File: config.mk
export PLATFORM = sky130hd
export DESIGN_NAME = asd_mul
export DESIGN_NICKNAME = d
export VERILOG_FILES = /design/src/design/asd_pkg.sv /design/src/design/asd_mul.sv
export SDC_FILE = /design/constraint.sdc
export NUM_CORES = 2
export LEC_CHECK = 0
export BUFFER_PORTS_ARGS = -buffer_cell sky130_fd_sc_hd__buf_2
export CAP_MARGIN = 20
export CORE_MARGIN = 8
export CORE_UTILIZATION = 45
export CTS_CLUSTER_DIAMETER = 120
export DETAILED_ROUTE_END_ITERATION = 8
export GPL_TIMING_DRIVEN = 0
export PLACE_DENSITY_LB_ADDON = 0.3
export SETUP_SLACK_MARGIN = 0.2
export SLEW_MARGIN = 20
export SYNTH_ARGS = -nofsm -noshare
export SYNTH_HDL_FRONTEND = slang
export SYNTH_SLANG_ARGS = --single-unit
File: constraint.sdc
create_clock -name clk -period 7.49 [get_ports clk]
set_input_delay 0.749 -clock clk [delete_from_list [all_inputs] [get_ports clk]]
set_output_delay 0.749 -clock clk [all_outputs]
set_load 0.02 [all_outputs]
File: src/design/asd_pkg.sv
// Shared types, constants and sequencer states of the angle smoothing block.
package asd_pkg;

    // Configuration register indexes
    localparam int unsigned REG_IDX_W = 1;
    localparam logic [REG_IDX_W-1:0] REG_DOUBLE_INVERSE_TIME = 1'd0;
    localparam logic [REG_IDX_W-1:0] REG_CHANGE_LIMIT        = 1'd1;

    localparam logic [15:0] DOUBLE_INVERSE_TIME_RST = 16'd1280;
    localparam logic [15:0] CHANGE_LIMIT_RST        = 16'd25736;

    // Half and full turn in Q13 radians
    localparam logic signed [17:0] PI_Q13   = 18'sd25736;
    localparam logic signed [17:0] TURN_Q13 = 18'sd51472;

    // Shared multiplier operand and product widths
    localparam int MUL_A_W = 45;
    localparam int MUL_B_W = 25;
    localparam int MUL_P_W = MUL_A_W + MUL_B_W;

    // Cubic coefficients 0.48 and 0.235 in Q0.16
    localparam logic [MUL_B_W-1:0] C048_Q16  = 25'd31457;
    localparam logic [MUL_B_W-1:0] C0235_Q16 = 25'd15401;

    // Reciprocal divider: 2^32 / den with den >= 2^16, so the quotient has 17 bits
    localparam int DEN_W  = 40;
    localparam int QUOT_W = 17;
    localparam logic [DEN_W-1:0] DIV_REM_INIT = DEN_W'(64'd1 << (32 - QUOT_W));

    typedef struct packed {
        logic               en;
        logic [MUL_A_W-1:0] a;
        logic [MUL_B_W-1:0] b;
    } mul_req_t;

    typedef struct packed {
        logic             start;
        logic [DEN_W-1:0] den;
    } div_req_t;

    typedef struct packed {
        logic              busy;
        logic [QUOT_W-1:0] quot;
    } div_stat_t;

    typedef enum logic [3:0] {
        ST_IDLE,
        ST_CLAMP,
        ST_X,
        ST_X2,
        ST_X3,
        ST_K2,
        ST_K3,
        ST_T0,
        ST_T1,
        ST_T2,
        ST_T3,
        ST_WAIT,
        ST_V0,
        ST_V1,
        ST_OUT
    } state_t;

endpackage

File: src/design/asd_mul.sv
// Shared signed multiplier with a registered product.
module asd_mul (
    input  logic                                clk,
    input  asd_pkg::mul_req_t                   req,
    output logic signed [asd_pkg::MUL_P_W-1:0]  prod
);

    logic signed [asd_pkg::MUL_P_W-1:0] prod_reg;

    always_ff @(posedge clk)
    begin
        if (req.en)
        begin
            prod_reg <= $signed(req.a) * $signed(req.b);
        end
    end

    assign prod = prod_reg;

endmodule

==> metrics.log <==
[metrics] CP startpoint: req[11]
[metrics] GPL Wtd Cong: 1.02
[metrics] CP top delay family: adder cells
[metrics] Syn-to-layout area delta: 18.9%
[metrics] path type of the worst min-delay path: input pin to register
[metrics] part of the cycle the worst path needs: 101%
[metrics] post-synthesis net count: 5700
[metrics] fin. max-slew vios: 0
[metrics] pin count of the biggest net entering global routing: 56
[metrics] Min Clock Period, post-route: 7600 ps
[metrics] kind of capture point of the worst setup path: register
[metrics] post-synthesis register bit count: 70
[metrics] CP Max Fanout: 8
[metrics] wire length reported by the detailed router: 151000 um
[metrics] cell mode on critical path: fa_1
[metrics] clock transition at the register clock pins on the worst setup and hold paths after CTS: 60 ps
[metrics] worst slack, placed: -2400 ps
[metrics] # rows: 109
[metrics] chip height: 315 um
[metrics] TritonCTS clock tree: done
[metrics] headroom to the max-slew limit: 40.3%
[metrics] Detail Route Antenna Nets: 0
[metrics] net count reported at finish: 5968
[metrics] count of flip-flops with a built-in enable after synthesis: 70
[metrics] Die Outline Area: 0.0990 mm^2
[metrics] Yosys top cell area share: 55.8%
[metrics] hold_sp: req[70]
[metrics] CP Data Required Time: 7740 ps
[metrics] most used flip-flop cell after synthesis: edfxtp_1
[metrics] Die X-Extent: 315 um
[metrics] Final setup violation count: 2
[metrics] max-cap violations: 0
[metrics] asr flop ratio synth: 0%
[metrics] Cell Area, Synth: 0.0401 mm^2
[metrics] count of input and output buffers: 121
[metrics] Critical Setup Path Class: input pin to register
[metrics] sequential fraction of the synthesis area: 5.24%
[metrics] startpoint types: input pin
[metrics] Worst Path Buf+Inv: 9
[metrics] worst path setup slack after routing: -106 ps
[metrics] Bufs on Longest Clock Path: 2
[metrics] slowest stage cell on the critical path: fa_2
[metrics] RSZ-0062 raised after global routing: true
[metrics] number of sinks driven by the clock tree: 70
[metrics] number of detailed-routing iterations run before antenna repair: 8
[metrics] max reg flops: 70
[metrics] number of hold-slack violations in the final timing report: 0
[metrics] largest stage delay on the critical path: 600 ps
[metrics] cell area after placement: 0.0423 mm^2
[metrics] arrival time worst endpoint: 7840 ps
[metrics] leading post-synthesis cells by cell area: fa_1, inv_1, nand2_1
[metrics] Final Instance Area: 0.0477 mm^2
[metrics] per-cell routed wire length: 26.0 um
[metrics] Iter 0 DRT Violations: 2942
[metrics] Avg Inst Size Synth: 9.27 um^2
[metrics] post-detailed-route DRC marker count: 0
[metrics] Num CTS Buffers: 9
[metrics] failing checks: setup timing
[metrics] CORE AREA: 0.0884 mm^2
[metrics] met3 routing resource usage after global routing: 9.66%
[metrics] Vias/cell: 5.47
[metrics] global-route met1 utilization: 36.3%
[metrics] Worst Max-Slew Pin Slew: 886 ps
[metrics] count of distinct cell types in the synthesized netlist: 72
[metrics] root buffer selected by CTS: clkbuf_16
[metrics] met2 Resource Use GR: 47.5%
[metrics] antenna violations before repair: 22
[metrics] DR vias: 31631
[metrics] HPWL Detailed: 122000 um
[metrics] ratio of cells with drive above 1 in the final layout: 14.5%
[metrics] max frequency: 0.132 GHz
[metrics] number of top-level design ports: 142
[metrics] GRT Util Overall: 30.4%
[metrics] Syn Inst Count: 4329
[metrics] most crowded layer after global routing: met2
[metrics] grt total ovfl: 0
[metrics] initial core utilization: 45.4%
[metrics] number of levels in the clock H-tree: 3
[metrics] hold bufs inserted after CTS: 0
[metrics] wire length of the first global-routing pass: 220000 um
[metrics] Yosys warnings: 0
[metrics] area leader, netlist: fa_1
[metrics] vias in the first global route: 33927
[metrics] result of the run: complete, but fails checks
## worst paths after layout
path | to | slack, ps | cells past startpoint
setup / recovery | prod[69]$_DFFE_PP_ | -110 | 27
hold / removal | prod[66]$_DFFE_PP_ | 750 | 1
## layout make-up
| type | instances | area (um^2) |
|---|---|---|
| multi-input cells | 2939 | 34000 |
| fillers | 7868 | 40700 |
| clock inverters | 5 | 28.8 |
| diodes | 18 | 45.0 |
| flip-flops and latches | 70 | 2100 |
| clock buffers | 9 | 225 |
| repair buffers | 257 | 2110 |
| inverters | 1096 | 4140 |
| well taps | 1165 | 1460 |
| plain buffers | 224 | 3660 |
## layer usage
| layer | vias to the layer above | routed length, um |
|---|---|---|
| li1 | 12981 | - |
| met4 | 14 | 12600 |
| met5 | - | 88 |
| met2 | 1796 | 67700 |
| met1 | 16256 | 53000 |
| met3 | 584 | 17200 |
## cell usage in the layout, fill, tap and decap left out, drive strengths merged, types with 4 or more instances in the layout
master    Yosys  final
a211o         4      4
a211oi        4      4
a21boi        6      6
a21o         37     37
a21oi        97     97
a31oi         6      6
and2        394    394
and3          7      7
and4          4      4
buf           7    289
clkbuf      217    201
clkinvlp      0      5
diode         0     18
edfxtp       70     70
fa         1118   1118
ha          181    181
inv        1096   1093
nand2       755    755
nand2b       10     10
nand3        11     11
nand4        13     13
nor2         76     76
nor3         14     14
nor4         11     11
o211ai       10     10
o21a          5      5
o21ai        41     41
o21bai       11     11
o31ai         5      5
or2           4      4
or3           6      6
xnor2        50     50
xor2         22     22
## per-stage QoR
stage          hold slack, ps  std cells  TNS [ps]  utilization, %
6_report                  749       5783      -201            54.0
5_1_grt                   739       5766      -462            54.0
4_1_cts                   734       5702     -16.8            52.6
3_5_place_dp             1160       5617    -76700            47.9
3_3_place_gp             1190       5615    -83830            47.8
2_1_floorplan             861       4329         0               -
## Yosys cell counts (2+ instances only)
library cell and count:
buf_1 3, o211ai_1 10, and2_1 394, a21boi_1 3
clkbuf_1 217, xnor2_1 50, or2_2 3, o21bai_1 11
a211oi_1 4, edfxtp_1 70, nor3_1 14, fa_1 1118
o21ai_0 32, nor2_1 76, o221ai_1 2, nand3_1 11
inv_2 2, and3_1 7, nor2b_1 3, a21oi_1 97
o21a_1 4, xor2_1 22, o2111ai_1 3, a21o_1 36
and4_1 4, inv_1 1094, ha_1 181, o21ai_1 9
nand2b_1 10, nand4_1 13, a31oi_1 6, nor4_1 10
or3_1 6, a211o_1 4, nand2_1 755, a21boi_0 3
buf_2 3, o31ai_1 4, a41o_1 2
## what timing repair did
action	in CTS	in global routing
buffers inserted	69	56
pin swaps	44	50
gates cloned	2	7
setup endpoints to repair	48	26
gates resized for setup	779	202
## kinds of logic (layout without fill, tap and decap cells)
kind of cell,count (synthesis),after routing,synth area share [%]
and+or+nand+nor,1312,1312,15.3
DFF,70,70,5.24
AOI/OAI and AO/OA,255,255,4.10
xor gates and xnor gates,72,72,1.57
other,0,18,0
muxes,1,1,0.0249
adders and majority gates,1299,1299,61.4
buffers and inverters,1320,1591,12.4
Power is left out: the tool's default activity adds up to more than one toggle a clock period on the data nets, which glitch-free logic cannot reach.
