## src/design/asd_pkg.sv

```systemverilog
// Shared types, constants and sequencer states of the angle smoothing block.
package asd_pkg;

    // Configuration register indexes
    localparam int unsigned REG_IDX_W = 1;
    localparam logic [REG_IDX_W-1:0] REG_DOUBLE_INVERSE_TIME = 1'd0;
    localparam logic [REG_IDX_W-1:0] REG_CHANGE_LIMIT        = 1'd1;

    localparam logic [15:0] DOUBLE_INVERSE_TIME_RST = 16'd1280;
    localparam logic [15:0] CHANGE_LIMIT_RST        = 16'd25736;

    // Half and full turn in Q13 radians
    localparam logic signed [17:0] PI_Q13   = 18'sd25736;
    localparam logic signed [17:0] TURN_Q13 = 18'sd51472;

    // Shared multiplier operand and product widths
    localparam int MUL_A_W = 45;
    localparam int MUL_B_W = 25;
    localparam int MUL_P_W = MUL_A_W + MUL_B_W;

    // Cubic coefficients 0.48 and 0.235 in Q0.16
    localparam logic [MUL_B_W-1:0] C048_Q16  = 25'd31457;
    localparam logic [MUL_B_W-1:0] C0235_Q16 = 25'd15401;

    // Reciprocal divider: 2^32 / den with den >= 2^16, so the quotient has 17 bits
    localparam int DEN_W  = 40;
    localparam int QUOT_W = 17;
    localparam logic [DEN_W-1:0] DIV_REM_INIT = DEN_W'(64'd1 << (32 - QUOT_W));

    typedef struct packed {
        logic               en;
        logic [MUL_A_W-1:0] a;
        logic [MUL_B_W-1:0] b;
    } mul_req_t;

    typedef struct packed {
        logic             start;
        logic [DEN_W-1:0] den;
    } div_req_t;

    typedef struct packed {
        logic              busy;
        logic [QUOT_W-1:0] quot;
    } div_stat_t;

    typedef enum logic [3:0] {
        ST_IDLE,
        ST_CLAMP,
        ST_X,
        ST_X2,
        ST_X3,
        ST_K2,
        ST_K3,
        ST_T0,
        ST_T1,
        ST_T2,
        ST_T3,
        ST_WAIT,
        ST_V0,
        ST_V1,
        ST_OUT
    } state_t;

endpackage

```

## src/design/asd_div.sv

```systemverilog
// Restoring divider that forms 2^32 / den one quotient bit per cycle.
module asd_div (
    input  logic               clk,
    input  logic               rst_n,
    input  asd_pkg::div_req_t  req,
    output asd_pkg::div_stat_t stat
);

    localparam logic [4:0] LAST_STEP = 5'(asd_pkg::QUOT_W - 1);

    logic                        busy_reg;
    logic [4:0]                  cnt_reg;
    logic [asd_pkg::DEN_W-1:0]   den_reg;
    logic [asd_pkg::DEN_W-1:0]   rem_reg;
    logic [asd_pkg::QUOT_W-1:0]  quot_reg;

    logic [asd_pkg::DEN_W:0]     rem_dbl;
    logic [asd_pkg::DEN_W:0]     rem_sub;
    logic                        fits;

    // The dividend has no bits below bit 32, so each step only doubles the remainder.
    assign rem_dbl = {rem_reg, 1'b0};
    assign rem_sub = rem_dbl - {1'b0, den_reg};
    assign fits    = (rem_dbl >= {1'b0, den_reg});

    always_ff @(posedge clk or negedge rst_n)
    begin
        if (!rst_n)
        begin
            busy_reg <= 1'b0;
            cnt_reg  <= '0;
        end
        else if (req.start)
        begin
            busy_reg <= 1'b1;
            cnt_reg  <= LAST_STEP;
        end
        else if (busy_reg)
        begin
            if (cnt_reg == 5'd0)
            begin
                busy_reg <= 1'b0;
            end
            else
            begin
                cnt_reg <= cnt_reg - 5'd1;
            end
        end
    end

    always_ff @(posedge clk)
    begin
        if (req.start)
        begin
            den_reg <= req.den;
            rem_reg <= asd_pkg::DIV_REM_INIT;
        end
        else if (busy_reg)
        begin
            rem_reg  <= fits ? rem_sub[asd_pkg::DEN_W-1:0] : rem_dbl[asd_pkg::DEN_W-1:0];
            quot_reg <= {quot_reg[asd_pkg::QUOT_W-2:0], fits};
        end
    end

    assign stat.busy = busy_reg;
    assign stat.quot = quot_reg;

endmodule

```

## config.mk

```make
export PLATFORM = sky130hd
export DESIGN_NAME = asd_div
export DESIGN_NICKNAME = d
export VERILOG_FILES = /design/src/design/asd_pkg.sv /design/src/design/asd_div.sv
export SDC_FILE = /design/constraint.sdc
export NUM_CORES = 1
export LEC_CHECK = 0
export BUFFER_PORTS_ARGS = -buffer_cell sky130_fd_sc_hd__clkbuf_2
export CAP_MARGIN = 20
export CORE_MARGIN = 2
export CORE_UTILIZATION = 49
export DETAILED_ROUTE_END_ITERATION = 10
export HOLD_SLACK_MARGIN = 0.08
export PLACE_DENSITY = 0.72
export SLEW_MARGIN = 10
export SYNTH_ARGS = -nofsm -noshare
export SYNTH_HDL_FRONTEND = slang
export SYNTH_SLANG_ARGS = --single-unit
export TNS_END_PERCENT = 50
```

## constraint.sdc

```tcl
create_clock -name clk -period 2.9 [get_ports clk]
set_clock_uncertainty 0.2 [all_clocks]
set_input_delay 0.145 -clock clk [delete_from_list [all_inputs] [get_ports clk]]
set_output_delay 0.145 -clock clk [all_outputs]
set_load 0.02 [all_outputs]
```

==> flow_summary.yaml, run 1 <==
detailed_routing:
  drt_wl_total_um: 19700
  wl_per_cell_um: 17.8
  drc: 0
  detail-route-antenna-nets: 0
  vias: 6252
  vias_per_cell: 5.64
  first_pass_iters: 5
  drt_iter0_markers: 336
yosys:
  synthSimpleGateAreaFrac_pct: 14.1
  async_reset_ff_share_pct: 5.83
  yosysSeqAreaShare_pct: 42.6
  syn_area_per_cell_um2: 9.22
  synthesis.nets: 764
  synth_top_family_by_area: "compound AO/OA/AOI/OAI gates"
  muxShareOfSynthArea_pct: 2.96
  ys_warn_count: 0
  yosys.cell_types.count: 61
  syn-cell-area_um2: 6250
  synth_cells: 678
  synth_adder_area_share_pct: 8.73
  synth-seq-cells: 103
  synth_ff_type: "edfxtp_1"
  synth-xor-area-share_pct: 5.04
  synth_compound_area_share_pct: 20.3
  synth_edf_count: 57
power_and_ir_drop:
  ir_drop_v: 0.000595
  swShare_pct: 40.9
  power_leakage_nw: 4.15
  clockPowerShare_pct: 15.0
  p_seq_share_pct: 25.4
  p_sw_mw: 3.35
  p_comb_share_pct: 59.6
  power_density_nw_per_um2: 856
  internal-power_mw: 4.85
sta:
  hold_viol_final: 0
  drv_slew: 0
  setup_slack_ns: -0.284
  worstMarginPinSlew_ns: 0.646
  max_freq_mhz: 314
  setup_viol: 39
  post-route-period-util_pct: 110
  relSlewSlack_pct: 57.0
  post-route-min-period_ns: 3.18
  rsz0062_at_grt: "yes"
placed_design:
  place_ws_ns: -0.389
  place.gp.congestion: 0.922
  post_dp_cell_area_um2: 7680
  portBuffers: 60
  dpl.hpwl_um: 11800
finish:
  diodes: 0
  drive_gt1_share_pct: 41.0
  design_area_um2: 9580
  nets: 1017
  area_growth_pct: 53.2
setup_path:
  cp_cell_sequence: "buf_4, fa_2, nor2b_4, o21bai_2, a211oi_2, nor3_2, a211oi_1, a211oi_2, o2111ai_1, o21ai_1, or3_1, a311oi_1"
  cp-start-kind: "flop"
  max_stage_delay_ns: 0.45
  path_buf_inv: 1
  crit_path_start: "den_reg[1]"
  cp-end-kind: "flop"
  r2r-start: "den_reg[1]"
  critPathTopFamily: "compound AO/OA/AOI/OAI gates"
  r2r_end: "rem_reg[36]"
  required_ns: 2.97
  worstSetupPathType: "reg2reg"
  regToRegSetupSlack_ns: -0.28
  worst-path-max-fanout: 3
  critical_path.most_common_cell: "a211oi_2"
  cpMaxStageDelayCell: "edfxtp_1"
  cp_num_cells: 12
  r2r_cells: 12
  crit_end: "rem_reg[36]"
  arrival_ns: 3.26
floorplanning:
  start_util_pct: 49.9
  die_x_um: 117
  dieArea_um2: 13700
  design.core.area_um2: 12500
  io_pins: 61
  dieHeight_um: 117
  rows: 41
clock_tree:
  clk_path_buf_depth: 2
  clkSlewWorstSetupHoldPaths_ns: 0.08
  clock_latency_ns: 0.36
  htreeDepth: 3
  cts_made_buffers: 9
  cts_tree: "done"
  cts_num_sinks: 103
  clock_tree.root_cell: "clkbuf_16"
job:
  maxCapViolations: 0
grt:
  grt_max_degree: 37
  antenna_found_initial: 0
  grt_pass1_wl_um: 28800
  grt_use_total_pct: 27.0
  first_global_vias: 6141
  overflow: 0
worst_hold_path:
  worstHoldPathType: "reg2reg"
outcome:
  violations: "negative setup slack"
  status: "finished with violations"
## power by group through the flow
stage / combinational (mW) / clock, mW / sequential (mW)
floorplan: 2.10 / 0 / 2.05
global placement: 3.33 / 0 / 2.04
detailed placement: 3.42 / 0 / 2.05
CTS: 4.12 / 1.25 / 2.05
global route: 5.19 / 1.30 / 2.11
finish: 4.88 / 1.23 / 2.08
## worst min-delay path by stage
stage / start / to / slack [ns] / cells past startpoint
6_report: quot_reg[8] / quot_reg[9] / 0.25 / 0
5_1_grt: quot_reg[8] / quot_reg[9] / 0.27 / 0
4_1_cts: quot_reg[8] / quot_reg[9] / 0.26 / 0
3_5_place_dp: rst_n / cnt_reg[3] / -0.22 / 1
3_3_place_gp: rst_n / cnt_reg[3] / -0.23 / 1
2_1_floorplan: rst_n / busy_reg / -0.35 / 0
## area by class of cell
class	count	area, um2
multi-input combinational	484	4020
fill	872	2940
sequential	103	2660
timing repair buffer	274	2150
clock buffer	9	225
inverter	59	224
tap	172	215
clock inverter	7	73.8
## metal layers
layer | vias up | routed length (um) | GRT usage (%)
li1 | 2946 | - | -
met1 | 2985 | 7970 | 32.0
met2 | 246 | 9940 | 47.9
met3 | 75 | 938 | 4.69
met4 | 0 | 852 | 11.8
met5 | - | 0 | 0
## timing repair
item	4_1_cts	5_1_grt
buffers inserted	15	15
setup endpoints to repair	41	41
gates resized for setup	87	96
hold endpoints to repair	47	0
gates cloned	3	3
hold buffers	43	0
pin swaps	54	46
## cell usage in the layout, fill, tap and decap left out, types with 8 or more instances in the layout
cell type,count
a21o_1,17
o21ai_0,16
mux2i_1,14
ha_4,18
ha_1,23
edfxtp_1,57
nor3_1,11
xor2_1,11
nand4_1,12
inv_2,8
buf_4,149
xnor2_1,24
dfxtp_1,40
nand3_1,10
nor2_1,67
clkbuf_2,59
buf_6,14
a211oi_2,21
clkbuf_16,9
a21oi_2,21
a21oi_1,39
dlygate4sd3_1,43
inv_1,50
nor2_4,13
a211oi_1,19
nand2_1,31
## per-stage QoR
stage / setup TNS (ns) / hold slack, ns / utilization, % / cells / power, mW
after floorplan: -0.00850 / -0.351 / - / 678 / 4.15
after global placement: -6.21 / -0.230 / 61.3 / 1014 / 5.37
after detailed placement: -10.23 / -0.223 / 61.3 / 1014 / 5.47
final: -7.23 / 0.252 / 76.5 / 1108 / 8.20
after CTS: -5.06 / 0.255 / 72.1 / 1091 / 7.41
after global routing: -12.14 / 0.267 / 76.5 / 1108 / 8.59
## cells in the mapped netlist, types with 17 or more instances
cell type	instances	share of area [%]
ha_1	42	8.4
nand2_1	36	2.2
o21ai_0	22	1.8
xnor2_1	25	3.5
inv_1	58	3.5
nor3_1	17	1.4
dfxtp_1	40	13
a21o_1	17	2.0
edfxtp_1	57	27
nor2_1	85	5.1
a21oi_1	65	5.2
a211oi_1	39	4.7
## cell families (layout without fill, tap and decap cells)
kind of cell / after synthesis / after routing
DFF: 103 / 103
muxes: 18 / 18
adders and majority gates: 43 / 43
xor gates and xnor gates: 36 / 36
buffers and inverters: 93 / 349
AOI/OAI and AO/OA: 192 / 194
and+or+nand+nor: 193 / 193
Power figures use the tool's default switching activity.
==> run 2: changes to the inputs <==
- ABC_AREA: not set -> 1
- BUFFER_PORTS_ARGS: -buffer_cell sky130_fd_sc_hd__clkbuf_2 -> -buffer_cell sky130_fd_sc_hd__buf_2
- CAP_MARGIN: 20 -> 25
- PLACE_DENSITY: 0.72 -> 0.71
==> flow_summary.yaml, run 2 <==
outcome:
  status: "finished clean"
grt:
  grt_max_degree: 42
  grt_use_total_pct: 23.8
  grt-busiest-layer: "met2"
  grt_use_met2_pct: 38.1
  grt_pass1_wl_um: 30500
  first_global_vias: 6356
  met3_usage_pct: 3.94
  overflow: 0
  antenna_found_initial: 0
  met1_usage_pct: 32.7
clock_tree:
  clock_latency_ns: 0.37
  cts_tree: "done"
  cts_num_sinks: 103
  clock_tree.root_cell: "clkbuf_16"
  cts_made_buffers: 9
  clk_path_buf_depth: 2
  cts-resized-gates: 0
  clkSlewWorstSetupHoldPaths_ns: 0.08
  htreeDepth: 3
placed_design:
  portBuffers: 60
  post_dp_cell_area_um2: 7880
  dpl.cell_count: 1314
  place.gp.congestion: 1.02
  dpl.hpwl_um: 13900
power_and_ir_drop:
  power_leakage_nw: 4.47
  power_density_nw_per_um2: 839
  ir_drop_v: 0.000658
  finalPower_mw: 7.23
detailed_routing:
  wl_per_cell_um: 13.6
  detail-route-antenna-nets: 0
  first_pass_iters: 4
  drt_iter0_markers: 470
  drc: 0
  vias_per_cell: 4.99
  drt_wl_total_um: 18600
  vias: 6857
setup_path:
  critPathTopFamily: "simple AND/OR/NAND/NOR gates"
  cp_cell_sequence: "inv_1, ha_1, nand2_1, inv_1, nand2_1, nand2_1, inv_2, nand3_2, nand2_1, nand3_2, nand2_2, buf_4, nand3_1, nand2_1, inv_1, nand2_1, a21oi_1"
  worstSetupPathType: "reg2reg"
  max_stage_delay_ns: 0.34
  regToRegSetupSlack_ns: 0.31
  worst-path-max-fanout: 23
  critical_path.most_common_cell: "nand2_1"
  r2r_cells: 17
  cpMaxStageDelayCell: "ha_1"
  path_buf_inv: 5
  required_ns: 2.95
  cp-start-kind: "flop"
  cp_num_cells: 17
  cp-end-kind: "flop"
  arrival_ns: 2.64
yosys:
  syn-cell-area_um2: 7420
  synth_ff_type: "edfxtp_1"
  synth-seq-cells: 103
  synth_edf_count: 57
  yosys.cell_types.count: 38
  synthesis.nets: 1172
  synth_top_area_share_pct: 23.1
  syn_area_per_cell_um2: 6.83
  ys_warn_count: 0
  yosysSeqAreaShare_pct: 35.9
  async_reset_ff_share_pct: 5.83
  synth_cells: 1086
  synth_area_leader_cell: "edfxtp_1"
  synthTopCellsByArea: "edfxtp_1, nand2_1, dfxtp_1"
  yosys.cell_count.top_type: "nand2_1"
  synth_common_cells: "nand2_1, inv_1, nand3_1, a21oi_1, nor2_1"
worst_hold_path:
  whs_path_depth: 0
  worstHoldPathType: "reg2reg"
sta:
  post-route-period-util_pct: 89.3
  max_freq_mhz: 386
  hold_viol_final: 0
  setup_tns_ns: 0
  post-route-min-period_ns: 2.59
  worstMarginPinSlew_ns: 0.469
  relSlewSlack_pct: 68.7
  drv_slew: 0
  setup_viol: 0
  rsz0062_at_grt: "no"
  whs_ns: 0.247
finish:
  final_cell_mix: "nand2_1, inv_1, nand3_1, a21oi_1, nor2_1"
  nets: 1270
  nFillCells: 1438
  diodes: 0
  drive_gt1_share_pct: 10.3
  layout_commonest_cell: "nand2_1"
  final_cells: 1373
  area_growth_pct: 16.2
  design_area_um2: 8620
floorplanning:
  dieHeight_um: 127
  io_pins: 61
  rows: 44
  dieArea_um2: 16100
  start_util_pct: 50.6
  die_x_um: 127
  design.core.area_um2: 14600
job:
  maxCapViolations: 0
==> run 2: changes by cell type after synthesis, moves of 14 or more <==
cell / change
nor2_1: -18
mux2i_1: -14
nand3b_1: +33
a211oi_1: -39
nand3_1: +65
nor3_1: -15
a21o_1: -16
inv_1: +136
nand2_1: +347
==> run 2: metal layers <==
metal / vias to the layer above / wire length [um] / part of all wire, %
li1: 3568 / - / -
met1: 3076 / 8830 / 47
met2: 180 / 8140 / 44
met3: 33 / 1110 / 6.0
met4: 0 / 532 / 2.9
met5: - / 0 / 0
==> run 2: stage by stage <==
| stage | worst slack, ns | utilization [%] |
|---|---|---|
| CTS | 0.346 | 58.9 |
| detailed placement | 0.369 | 53.8 |
| finish | 0.311 | 58.9 |
| global route | 0.0852 | 58.9 |
| global placement | 0.368 | 53.8 |
| floorplan | 0.750 | - |
==> run 2: where the power goes <==
group / internal, mW / leakage [nW] / total, mW / switching (mW)
clock network: 0.620 / 0.152 / 1.27 / 0.645
logic: 1.45 / 3.36 / 3.88 / 2.43
registers: 1.88 / 0.959 / 2.09 / 0.203
total: 3.95 / 4.47 / 7.23 / 3.28
==> run 2: cells by family after synthesis <==
logic type,after synthesis,share of synthesized area [%]
and+or+nand+nor,600,35.4
xor gates and xnor gates,23,2.72
AOI/OAI and AO/OA,87,6.11
DFF,103,35.9
buffers and inverters,230,12.6
adders and majority gates,43,7.36
==> run 2: layout make-up <==
| class | count | area, um2 | area share [%] |
|---|---|---|---|
| multi-input cells | 753 | 3820 | 44.3 |
| flip-flops and latches | 103 | 2660 | 30.9 |
| repair buffers | 114 | 828 | 9.61 |
| inverters | 203 | 762 | 8.84 |
| well taps | 184 | 230 | 2.67 |
| clock buffers | 9 | 225 | 2.61 |
| clock inverters | 7 | 88.8 | 1.03 |
==> run 2: final timing paths <==
check,startpoint,end
worst max register to register,den_reg[7],rem_reg[34]
worst max-delay path,den_reg[7],rem_reg[34]
worst min register to register,quot_reg[13],quot_reg[14]
worst min-delay path,quot_reg[13],quot_reg[14]
max in group asynchronous,rst_n,cnt_reg[4]
min in group asynchronous,rst_n,cnt_reg[0]
==> run 2: what timing repair did <==
item	in CTS	in global routing
hold endpoints to repair	69	0
hold buffers	43	0
setup buffers	0	0
